**src/assert_macros.svh**
```systemverilog
// Assertion macros for the RTL files.
`ifndef ASSERT_MACROS_SVH
`define ASSERT_MACROS_SVH
`ifndef NO_ASSERTIONS
`define VCR_ASSERT_IMPL(label, clk, rst_n, ante, cons) \
    label: assert property (@(posedge clk) disable iff (!(rst_n)) (ante) |-> (cons)) \
        else $error("assertion failed");
`define VCR_ASSERT_NEXT(label, clk, rst_n, ante, cons) \
    label: assert property (@(posedge clk) disable iff (!(rst_n)) (ante) |=> (cons)) \
        else $error("assertion failed");
`else
`define VCR_ASSERT_IMPL(label, clk, rst_n, ante, cons)
`define VCR_ASSERT_NEXT(label, clk, rst_n, ante, cons)
`endif
`endif

```
**src/vcr_ram.sv**
```systemverilog
// Generic single-port-write, registered-read RAM.
`default_nettype none
module vcr_ram #(
    parameter int W = 32,
    parameter int D = 16
) (
    input  wire logic                                 i_clk,
    input  wire logic                                 i_we,
    input  wire logic [(D > 1 ? $clog2(D) : 1)-1:0]   i_waddr,
    input  wire logic [W-1:0]                         i_wdata,
    input  wire logic [(D > 1 ? $clog2(D) : 1)-1:0]   i_raddr,
    output logic      [W-1:0]                         o_rdata
);
    logic [W-1:0] r_mem [D];

    always_ff @(posedge i_clk) begin
        if (i_we) begin
            r_mem[i_waddr] <= i_wdata;
        end
        o_rdata <= r_mem[i_raddr];
    end
endmodule
`default_nettype wire

```
**config.mk**
```make
export PLATFORM = sky130hd
export DESIGN_NAME = vcr_ram
export DESIGN_NICKNAME = d
export VERILOG_FILES = /design/src/assert_macros.svh /design/src/vcr_ram.sv
export SDC_FILE = /design/constraint.sdc
export NUM_CORES = 1
export LEC_CHECK = 0
export BUFFER_PORTS_ARGS = -buffer_cell sky130_fd_sc_hd__buf_2
export CORE_MARGIN = 2
export CORE_UTILIZATION = 55
export DETAILED_ROUTE_END_ITERATION = 12
export PLACE_DENSITY = 0.68
export SLEW_MARGIN = 10
export SYNTH_ARGS = -nofsm -noshare
export SYNTH_HDL_FRONTEND = slang
export SYNTH_SLANG_ARGS = --single-unit
export TNS_END_PERCENT = 50
```
**constraint.sdc**
```tcl
create_clock -name i_clk -period 3.95 [get_ports i_clk]
set_input_delay 0 -clock i_clk [delete_from_list [all_inputs] [get_ports i_clk]]
set_output_delay 0 -clock i_clk [all_outputs]
set_load 0.1 [all_outputs]
```
# After elaboration in Yosys (flattened, before gate mapping)
# Memories as Yosys holds them, arrays and structs flattened. A register that Yosys moved wholly into a read port is not among the register bits.
# Cells that the tools add are included.
op_classes:
  mux: 2
ops:
  columns: ["cell", "count"]
  rows:
  - ["two-way mux 1 bit", 2]
word_totals:
  out_inout_bits: 32
  mem_bits_rw: 512
  reg_bits: 0
  inputBits: 42
  n_memories: 1
memory_table:
  columns: ["name", "words", "width", "rd", "rd_ports_with_merged_regs", "wr", "line_no", "text"]
  rows:
  - ["r_mem", 16, 32, 1, 1, 1, "vcr_ram.sv:14", "logic [W-1:0] r_mem [D];"]

# Depth between registers and ports, before layout
logic_depth:
  depth_word: 2
  mapped_depth: 5
  ltp_nobuf: 3

# Worst setup path after synthesis
# OpenSTA, ideal clock, no wires.
synth_timing:
  path_kind: "input-to-reg"
  startpoint: "in i_waddr[2] in the netlist's numbering"
  endpoint: "mem r_mem[0][0], enable pin"
  required_ns: 3.489
  path_buffers: 0
  arrival_ns: 2.718
  cell_stages: 2
  setup_slack_ns: 0.770
  cell_sequence: "or3b_2 -> nor3_1"
synth_rtl:
  columns: ["element", "line_no", "text"]
  rows:
  - ["start: declaration", "vcr_ram.sv:9", "input wire logic [(D > 1 ? $clog2(D) : 1)-1:0] i_waddr,"]
  - ["end: declaration", "vcr_ram.sv:14", null]
# No word-level cell before the write port.

# Worst setup path after layout
layout_timing:
  startpoint: "in i_waddr[2] in the netlist's numbering"
  endpoint: "mem r_mem[1][27], enable pin"
# No word-level cell before the write port.

==> flow_summary.ini <==
[logic_synthesis]
seq_area_frac_synth_pct = 80.67
synth_xor_area_share_pct = 0
synth.distinct_cells = 18
yosys.area_share.adder_pct = 0
ys_warn_count = 0
synthSimpleGateAreaFrac_pct = 1.273
syn_avg_cell_area_um2 = 23.69
synthMuxAreaShare_pct = 14.52
syn_area_um2 = 19850
syn_inst = 838
synth_fp_nets = 880
synth_top_family_by_area = multiplexers
ys_seq_elements = 544
synth_compound_area_share_pct = 2.420

[floorplanning]
die_w_um = 194.0
core_um2 = 35570
initial_core_util_pct = 55.82
ios = 74
die_h_um = 194.0
dieArea_um2 = 37630
num_rows = 69

[setup_path]
crit_path_top_delay_cell = nor2_4
arrival_ns = 1.78
cp_num_buf_inv = 2
critPathLaunch = i_waddr[2]
cp-start-kind = input pin
r2r_start = r_mem[3][22]
cp_slowest_stage_delay_ns = 0.73
crit_required_ns = 4.20
path_max_fanout = 24
critPathTopFamily = simple AND/OR/NAND/NOR gates
path_class = input pin to register
cp_cell_sequence = buf_2 -> or3b_2 -> nor2_4 -> buf_4
end_kind = register

[sta]
fmax_mhz = 651.5
relSlewSlack_pct = 32.29
holdWs_ns = 0.1004
final_max_slew_viol_count = 0
finalSetupViolCount = 0
max_slew.worst_pin.slew_ns = 1.016
setup_tns_ns = 0
min_period_ns = 1.535
rsz0062_at_grt = no
finalCritPeriodShare_pct = 38.86
final-hold-violation-count = 0
fin_skew_ns = 0.02490

[outcome]
status = complete, no violations

[finish]
final_core_util_pct = 64.75
nets = 1020
drive_gt1_share_pct = 31.83
n_antenna_cell = 0
design_area_um2 = 23030
area_growth_pct = 15.99

[flow_run]
maxCapViolations = 0

[routing]
drt-pass1-iter-count = 5
drc = 0
wl_per_cell_um = 26.24
wirelength_um = 38890
routed-via-count = 9032
viasPerCell = 6.094
initialDrtViolationCount = 718
ant_nets = 0

[global_route]
grt.total_usage_pct = 21.20
grt_max_degree = 59
grt_pass1_vias = 9366
grt_pass1_wl_um = 58970
antenna_found_initial = 0
globalRoute.totalOverflow = 0

[hold_path]
worstHoldStart = i_waddr[3]
hold_path.class = input pin to register

[place]
routabilityCongestion = 0.7020
dpl_cell_area_um2 = 20930
port_buffers = 73
dp_hpwl_um = 19810

[clock_tree]
clockBufferDepth = 3
clock-root-buffer = clkbuf_16
cts_setup_buffers = 0
worstSkewPairLatency_ns = 0.57
clock_sinks = 544
clk_pin_slew_ns = 0.06
cts-buffers-inserted = 51
cts_hold_buffers = 32
tritoncts = yes
htree_levels = 2
cts_resized = 0

[power]
p_leak_nw = 7.470
peakVddDrop_v = 0.0003653
p_per_area_nw_per_um2 = 539.1
power_mw = 12.42
==> sequential cells by signal (all words and copies together) (netlist names) <==
name	cells
o_rdata	32
r_mem	512
==> cells in the mapped netlist <==
cell / n / share of area, %
a22oi_1: 64 / 2.4
and2_1: 1 / 0.032
buf_1: 9 / 0.17
buf_2: 4 / 0.10
buf_4: 11 / 0.42
buf_6: 2 / 0.11
clkbuf_1: 17 / 0.32
dfxtp_1: 32 / 3.2
edfxtp_1: 512 / 77
mux4_2: 128 / 15
nand2_1: 33 / 0.62
nand2b_1: 2 / 0.063
nand3_1: 1 / 0.025
nand3b_1: 2 / 0.076
nor2_1: 13 / 0.25
nor2b_1: 2 / 0.063
nor3_1: 4 / 0.10
or3b_2: 1 / 0.044
==> through the flow <==
stage,instances,setup WS (ns)
3_3_place_gp,1354,1.812
4_1_cts,1482,2.405
3_5_place_dp,1354,1.777
6_report,1482,2.415
5_1_grt,1482,2.294
2_1_floorplan,838,0.7704
==> worst register-to-register path: stages, from the launching register on <==
cell	delay, ns
edfxtp_1	0.41
mux4_2	0.50
a22oi_1	0.24
nand2_1	0.10
==> report_power, final <==
part	leakage, nW	internal, mW	total, mW	switching, mW
logic	1.70	0.250	0.845	0.596
registers	4.89	6.45	6.49	0.0401
clock network	0.872	3.07	5.08	2.01
==> layer usage <==
| metal | track usage (%) | vias to the layer above | routed length [µm] |
|---|---|---|---|
| met2 | 33.36 | 312 | 18780 |
| met4 | 4.714 | 0 | 576 |
| met1 | 31.54 | 4805 | 17140 |
| li1 | - | 3862 | - |
| met3 | 4.157 | 53 | 2399 |
| met5 | 0 | - | 0 |
==> final cells by class <==
cell class,count,area (µm²)
clock buffer,68,1431
fill,2375,12540
sequential,544,16020
multi-input combinational,251,3750
timing repair buffer,130,909.6
tap,461,576.8
clock inverter,28,346.6
==> cell families (layout without fill, tap and decap cells) <==
| group | count (synthesis) | count (layout) |
|---|---|---|
| muxes | 128 | 128 |
| and+or+nand+nor | 59 | 59 |
| DFF | 544 | 544 |
| AOI/OAI and AO/OA | 64 | 64 |
| buffers and inverters | 43 | 226 |
==> placed cells by master (no fill, tap or decap), drive strengths merged <==
master	count
clkinvlp	1
bufinv	8
buf	97
nand2b	2
edfxtp	512
nor2b	2
inv	1
nand3b	2
nand2	33
dfxtp	32
nand3	1
mux4	128
or3b	1
a22oi	64
clkbuf	69
nor2	13
clkinv	18
dlygate4sd3	32
and2	1
nor3	4
==> worst paths after layout <==
path	end	slack, ns	depth (start not counted)
max	r_mem[1][27]	2.42	4
min	r_mem[2][25]	0.10	3
max reg2reg	o_rdata[22]	2.58	3
min reg2reg	o_rdata[1]	0.66	3
Power figures use the tool's default switching activity.
